--- src/hdl/tpfd_pkg.sv ---
// Shared types and constants for the texture pixel format decoder.
package tpfd_pkg;

    // Pixel format codes held in the format register
    localparam logic [2:0] FMT_A8        = 3'd0;
    localparam logic [2:0] FMT_R8        = 3'd1;
    localparam logic [2:0] FMT_R16       = 3'd2;
    localparam logic [2:0] FMT_RGB565    = 3'd3;
    localparam logic [2:0] FMT_R_HALF    = 3'd4;
    localparam logic [2:0] FMT_RG_HALF   = 3'd5;
    localparam logic [2:0] FMT_RGBA_HALF = 3'd6;

    // Configuration register indexes
    localparam logic [1:0] CFG_PIXEL_FORMAT = 2'd0;
    localparam logic [1:0] CFG_BIG_ENDIAN   = 2'd1;

    // Channel counts reported per pixel
    localparam logic [2:0] CNT_RGB  = 3'd3;
    localparam logic [2:0] CNT_RGBA = 3'd4;

    // Half-float limits
    localparam logic [4:0] HALF_EXP_INF = 5'd31;
    localparam logic [4:0] HALF_EXP_ONE = 5'd15;
    localparam logic [7:0] UNORM_MAX    = 8'd255;

    // Number of half lanes (one per input word)
    localparam int LANES = 4;

    typedef struct packed {
        logic [15:0] word0;
        logic [15:0] word1;
        logic [15:0] word2;
        logic [15:0] word3;
        logic        last_in;
    } pix_in_t;

    typedef struct packed {
        logic [7:0] red;
        logic [7:0] green;
        logic [7:0] blue;
        logic [7:0] alpha;
        logic [2:0] channel_count;
        logic       last_out;
    } tex_out_t;

    // Control carried alongside the lane stage
    typedef struct packed {
        logic        valid;
        logic        last;
        logic [2:0]  fmt;
        logic        big_endian;
        logic [15:0] word0;
    } tpfd_ctl_t;

endpackage

--- src/hdl/tpfd_half_lane.sv ---
// One half-float to unorm8 conversion lane, two stages.
module tpfd_half_lane
    import tpfd_pkg::*;
(
    input  logic        clk,
    input  logic        load,
    input  logic [15:0] word,
    input  logic        big_endian,
    output logic [7:0]  value
);

    logic [15:0] half;
    logic        sign;
    logic [4:0]  ex;
    logic [9:0]  man;
    logic [10:0] sig;
    logic        zero_next;
    logic        sat_next;
    logic [18:0] prod_next;
    logic [4:0]  sh_next;

    logic        zero_reg;
    logic        sat_reg;
    logic [18:0] prod_reg;
    logic [4:0]  sh_reg;

    logic [24:0] sum;
    logic [24:0] shifted;

    // Stage 1: byte order, classify, significand times 255
    always_comb
    begin
        half      = big_endian ? {word[7:0], word[15:8]} : word;
        sign      = half[15];
        ex        = half[14:10];
        man       = half[9:0];
        zero_next = (ex == HALF_EXP_INF) || sign;
        sat_next  = !zero_next &&
                    ((ex > HALF_EXP_ONE) || ((ex == HALF_EXP_ONE) && (man != 10'd0)));
        sig       = (ex == 5'd0) ? {1'b0, man} : {1'b1, man};
        prod_next = ({8'd0, sig} << 8) - {8'd0, sig};
        sh_next   = (ex == 5'd0) ? 5'd24 : (5'd25 - ex);
    end

    always_ff @(posedge clk)
    begin
        if (load)
        begin
            zero_reg <= zero_next;
            sat_reg  <= sat_next;
            prod_reg <= prod_next;
            sh_reg   <= sh_next;
        end
    end

    // Stage 2: round half up, shift down, clamp
    always_comb
    begin
        sum     = {6'd0, prod_reg} + (25'd1 << (sh_reg - 5'd1));
        shifted = sum >> sh_reg;
        if (zero_reg)
            value = 8'd0;
        else if (sat_reg)
            value = UNORM_MAX;
        else
            value = shifted[7:0];
    end

endmodule

--- src/hdl/tpfd_merge.sv ---
// Merge stage: picks channels per format and registers the result.
module tpfd_merge
    import tpfd_pkg::*;
(
    input  logic       clk,
    input  logic       rst_n,
    input  tpfd_ctl_t  ctl,
    input  logic [7:0] lane_val [LANES],
    output logic       done,
    output tex_out_t   texel
);

    logic [15:0] v565;
    logic [4:0]  r5;
    logic [5:0]  g6;
    logic [4:0]  b5;
    tex_out_t    texel_next;
    tex_out_t    texel_reg;
    logic        done_reg;

    // Channel selection
    always_comb
    begin
        v565 = ctl.big_endian ? {ctl.word0[7:0], ctl.word0[15:8]} : ctl.word0;
        r5   = v565[15:11];
        g6   = v565[10:5];
        b5   = v565[4:0];

        texel_next               = '0;
        texel_next.channel_count = CNT_RGB;
        texel_next.last_out      = ctl.last;
        unique case (ctl.fmt)
            FMT_A8:
            begin
                texel_next.red   = ctl.word0[7:0];
                texel_next.green = ctl.word0[7:0];
                texel_next.blue  = ctl.word0[7:0];
            end
            FMT_R8:
                texel_next.red = ctl.word0[7:0];
            FMT_R16:
                texel_next.red = ctl.big_endian ? ctl.word0[7:0] : ctl.word0[15:8];
            FMT_RGB565:
            begin
                texel_next.red   = {r5, r5[4:2]};
                texel_next.green = {g6, g6[5:4]};
                texel_next.blue  = {b5, b5[4:2]};
            end
            FMT_R_HALF:
                texel_next.red = lane_val[0];
            FMT_RG_HALF:
            begin
                texel_next.red   = lane_val[0];
                texel_next.green = lane_val[1];
            end
            FMT_RGBA_HALF:
            begin
                texel_next.red           = lane_val[0];
                texel_next.green         = lane_val[1];
                texel_next.blue          = lane_val[2];
                texel_next.alpha         = lane_val[3];
                texel_next.channel_count = CNT_RGBA;
            end
            default:
            begin
                // undefined code: all channels stay zero
            end
        endcase
    end

    // Result register and strobe
    always_ff @(posedge clk or negedge rst_n)
    begin
        if (!rst_n)
            done_reg <= 1'b0;
        else
            done_reg <= ctl.valid;
    end

    always_ff @(posedge clk)
    begin
        if (ctl.valid)
            texel_reg <= texel_next;
    end

    assign done  = done_reg;
    assign texel = texel_reg;

endmodule

--- src/hdl/texture_pixel_format_decoder_top.sv ---
// Top level of the texture pixel format decoder.
//
// Usage:
//   Pixel channel: drive pixel and pulse start; a pixel transfers at each
//   edge with start high and busy low. busy stays low, so one pixel can be
//   taken every cycle.
//   Result channel: done is high for one cycle with the decoded texel on
//   texel after the lane and result registers. Results leave in order.
//   The receiver cannot hold results off; one result per pixel.
//   Configuration: cfg_valid/cfg_ready write channel, cfg_index 0 selects
//   pixel_format, 1 selects big_endian; other indexes are dropped.
//   cfg_ready is always high. Write only with no pixels in flight.
//   Throughput 1 pixel per cycle: stage one feeds four half lanes (swap,
//   classify, multiply by 255), stage two rounds in the
//   lanes and the merge stage selects channels into the result register.
//   Reset clears both config registers (format A8, little endian) and the
//   in-flight valid bits; no result is shown until a pixel is taken.
module texture_pixel_format_decoder_top
    import tpfd_pkg::*;
(
    input  logic       clk,
    input  logic       rst_n,
    input  logic       start,
    output logic       busy,
    input  pix_in_t    pixel,
    output logic       done,
    output tex_out_t   texel,
    input  logic       cfg_valid,
    output logic       cfg_ready,
    input  logic [1:0] cfg_index,
    input  logic [2:0] cfg_data
);

    logic        accept;
    logic [2:0]  fmt_reg;
    logic        be_reg;
    tpfd_ctl_t   ctl_reg;
    tpfd_ctl_t   ctl_next;
    logic [15:0] lane_word [LANES];
    logic [7:0]  lane_val  [LANES];

    assign busy      = 1'b0;
    assign cfg_ready = 1'b1;
    assign accept    = start && !busy;

    // Configuration registers
    always_ff @(posedge clk or negedge rst_n)
    begin
        if (!rst_n)
        begin
            fmt_reg <= FMT_A8;
            be_reg  <= 1'b0;
        end
        else if (cfg_valid && cfg_ready)
        begin
            case (cfg_index)
                CFG_PIXEL_FORMAT: fmt_reg <= cfg_data;
                CFG_BIG_ENDIAN:   be_reg  <= cfg_data[0];
                default:          ;
            endcase
        end
    end

    // Control stage beside the lanes
    always_comb
    begin
        ctl_next            = ctl_reg;
        ctl_next.valid      = accept;
        if (accept)
        begin
            ctl_next.last       = pixel.last_in;
            ctl_next.fmt        = fmt_reg;
            ctl_next.big_endian = be_reg;
            ctl_next.word0      = pixel.word0;
        end
    end

    always_ff @(posedge clk or negedge rst_n)
    begin
        if (!rst_n)
            ctl_reg <= '0;
        else
            ctl_reg <= ctl_next;
    end

    // Half-float lanes, one per word
    assign lane_word[0] = pixel.word0;
    assign lane_word[1] = pixel.word1;
    assign lane_word[2] = pixel.word2;
    assign lane_word[3] = pixel.word3;

    for (genvar i = 0; i < LANES; i++)
    begin : g_lane
        tpfd_half_lane u_lane (
            .clk        (clk),
            .load       (accept),
            .word       (lane_word[i]),
            .big_endian (be_reg),
            .value      (lane_val[i])
        );
    end

    tpfd_merge u_merge (
        .clk      (clk),
        .rst_n    (rst_n),
        .ctl      (ctl_reg),
        .lane_val (lane_val),
        .done     (done),
        .texel    (texel)
    );

endmodule

--- config.mk ---
export PLATFORM = sky130hd
export DESIGN_NAME = texture_pixel_format_decoder_top
export DESIGN_NICKNAME = d
export VERILOG_FILES = /design/src/hdl/tpfd_pkg.sv /design/src/hdl/tpfd_half_lane.sv /design/src/hdl/tpfd_merge.sv /design/src/hdl/texture_pixel_format_decoder_top.sv
export SDC_FILE = /design/constraint.sdc
export NUM_CORES = 1
export LEC_CHECK = 0
export ABC_AREA = 1
export BUFFER_PORTS_ARGS = -buffer_cell sky130_fd_sc_hd__buf_2
export CORE_UTILIZATION = 35
export DETAILED_ROUTE_END_ITERATION = 10
export GPL_ROUTABILITY_DRIVEN = 0
export PLACE_DENSITY = 0.58
export SYNTH_ARGS = -nofsm -noshare
export SYNTH_HDL_FRONTEND = slang
export SYNTH_SLANG_ARGS = --single-unit
--- constraint.sdc ---
create_clock -name clk -period 2.9 [get_ports clk]
set_input_delay 0.145 -clock clk [delete_from_list [all_inputs] [get_ports clk]]
set_output_delay 0.145 -clock clk [all_outputs]
set_load 0.1 [all_outputs]
==> run summary <==
Max Fclk = 314 MHz
First DRT Iteration DRCs = 2038
DR pass1 iterations = 6
TritonCTS clock tree = yes
Data arrival, critical path = 3.41 ns
Worst setup endpoint = u_merge.texel[23]
Tightest Hold Check Type = in2reg
Layout Nets = 3528
Worst Hold Path Cells = 3
PwrDens = 526 nW/um2
Worst Path Required = 3.13 ns
hold slack = 0.0270 ns
worst-skew pair later-pin latency = 0.48 ns
initial antenna violation count = 0
crit path time final = 3.18 ns
die area = 53000 um2
Non-Filler Instances = 4043
Syn Nets = 3004
run status = complete, but fails checks
Worst slew margin = 37.5%
Num Clock Sinks = 166
Tcrit/Tclk final = 110%
placed cells = 3885
Tot GR Track Use = 25.0%
Post-synth EDFFs = 139
Max-Cap Viols = 0
Static Leak = 0.0130 uW
P&R area growth vs syn = 52.2%
Worst-path clk slew = 0.06 ns
max reg flops = 76
peak supply drop = 0.435 mV
io pins = 113
final setup fails = 32
share of layout cells above drive strength 1 = 44.9%
ANT cells = 0
Post-Syn Instances = 2826
Synth Flop Type = edfxtp_1
worst setup path class = reg2reg
#FFs+latches synth = 166
Reg2Reg Launch Point = g_lane[1].u_lane.sh_reg[1]
path depth of the worst reg2reg path = 21
final setup margin = -0.285 ns
num rows = 83
Wirelength per Cell = 17.3 um
R2R setup slack = -0.28 ns
pins over their slew limit = 0
yosys warns = 0
Clock Skews = 0.0124 ns
chip height = 230 um
port bufs = 110
ys async rst share = 16.3%
post-synthesis sequential area ratio = 26.6%
post-route ant nets = 0
clk buf depth = 2
H-Tree Depth = 4
chip width = 230 um
Worst Tran Pin Value = 0.937 ns
wirelength, routed = 70000 um
Placement Cell Area = 21900 um2
unrepaired setup endpoints after global routing = yes
failing checks = setup timing
kind of end point of the critical path = register
Initial Util = 35.4%
vias per inst = 5.34
via count = 21600
Startpoint Class = register
vias in the first global route = 20800
first-pass GRT wire length = 106000 um
total gr overflow = 0
unique cell type count in the Yosys netlist = 63
Fin. Hold Viols = 0
Reg-to-Reg End = u_merge.texel[23]
Final Cell Area = 27700 um2
largest net degree at the start of global routing = 75
Post-Route Setup TNS = -6.68 ns
CP max FO = 4
DRC viols = 0
Synth Cell Area = 18200 um2
Synth Area per Inst = 6.45 um2
Root Driver = clkbuf_16
core area = 51400 um2
dpl hpwl = 51900 um
Critical Path Start = g_lane[1].u_lane.sh_reg[1]
CTS Buf Count = 17
-- power breakdown --
part	internal [uW]	switching, uW
clock	1310	970
combinational	3480	5470
sequential	3090	282
total	7880	6720
-- routing by layer --
metal	routed length, um	GRT usage, %
met1	28400	31.0
met2	34000	42.6
met3	4390	4.03
met4	3310	11.3
met5	0	0
-- per-stage QoR --
| stage | total power, uW | utilization [%] | setup slack (ns) |
|---|---|---|---|
| after floorplan | 7590 | - | -0.0547 |
| after global placement | 9960 | 42.6 | -0.378 |
| after detailed placement | 10000 | 42.6 | -0.420 |
| after CTS | 13300 | 48.9 | -0.192 |
| after global routing | 15400 | 54.0 | -0.450 |
| final | 14600 | 54.0 | -0.285 |
-- cell usage after synthesis (27+ instances only) --
library cell | n | share of area (%)
nand2_1 | 785 | 16
nand3_1 | 509 | 14
inv_1 | 396 | 8.2
nor2_1 | 217 | 4.5
edfxtp_1 | 139 | 23
ha_1 | 100 | 6.9
a21oi_1 | 93 | 2.6
o21ai_0 | 74 | 2.0
xor2_1 | 59 | 2.8
nand4_1 | 50 | 1.7
clkbuf_1 | 39 | 0.80
nor3_1 | 31 | 0.85
xnor2_1 | 29 | 1.4
o21ai_2 | 28 | 1.3
dfrtp_1 | 27 | 3.7
-- kinds of logic (layout without fill, tap and decap cells) --
| group | count (synthesis) | count (layout) | share of synthesized area (%) |
|---|---|---|---|
| AND/OR/NAND/NOR | 1705 | 1705 | 41.9 |
| buffers and inverters | 490 | 1027 | 10.7 |
| AO/OA/AOI/OAI | 265 | 265 | 8.85 |
| flip-flops | 166 | 166 | 26.6 |
| adder cells (fa/ha/maj) | 104 | 104 | 7.31 |
| XOR/XNOR | 88 | 88 | 4.23 |
| multiplexers | 6 | 6 | 0.378 |
| other | 2 | 2 | 0.0412 |
-- layout make-up --
cell class                      instances  area [um2]
Fill cell                            4615       23700
Multi-Input combinational cell       2170       15500
Sequential cell                       166        4850
Timing Repair Buffer                  576        4310
Inverter                              419        1610
Tap cell                              680         851
Clock buffer                           25         475
Clock inverter                          7        95.1
-- worst max-delay path: stages (launching register included) --
cell      delay, ns
edfxtp_1       0.44
nor2_2         0.17
inv_2          0.08
buf_6          0.13
buf_6          0.12
nor4_4         0.35
ha_4           0.29
nand2_4        0.11
nor2_4         0.06
buf_4          0.14
a21oi_4        0.16
nand2_1        0.09
nand2_2        0.10
nand3_2        0.09
nand3_2        0.11
nand2_1        0.08
nand2_1        0.11
nand3_2        0.07
nand2_1        0.06
nand2_1        0.05
nand2_1        0.05
nand2_1        0.07
-- worst min-delay path by stage --
| stage | start | slack, ns | endpoint |
|---|---|---|---|
| after floorplan | rst_n | -0.15 | be_reg |
| after detailed placement | rst_n | 0.23 | ctl_reg[9] |
| after global routing | pixel[4] | 0.02 | g_lane[3].u_lane.sh_reg[1] |
| after global placement | rst_n | 0.22 | ctl_reg[8] |
| final | pixel[4] | 0.03 | g_lane[3].u_lane.sh_reg[1] |
| after CTS | pixel[4] | 0.003 | g_lane[3].u_lane.sh_reg[1] |
-- cells in the final DEF (no fill, tap or decap), drive strengths merged, types with 29 or more instances in the layout --
cell type / netlist / routed
a21oi: 93 / 93
buf: 32 / 554
edfxtp: 139 / 139
ha: 100 / 100
inv: 415 / 417
nand2: 795 / 795
nand3: 517 / 517
nand4: 50 / 50
nor2: 229 / 229
nor3: 39 / 39
o21ai: 123 / 123
or2: 35 / 35
xnor2: 29 / 29
xor2: 59 / 59
-- timing repair --
action / 4_1_cts / 5_1_grt
pin swaps: 189 / 237
endpoints found under the setup margin: 39 / 53
cloned: 1 / 1
hold buffers: 20 / 0
endpoints found under the hold margin: 46 / 0
setup buffers: 53 / 53
gates resized for setup: 500 / 508
(Power assumes the default switching activity.)
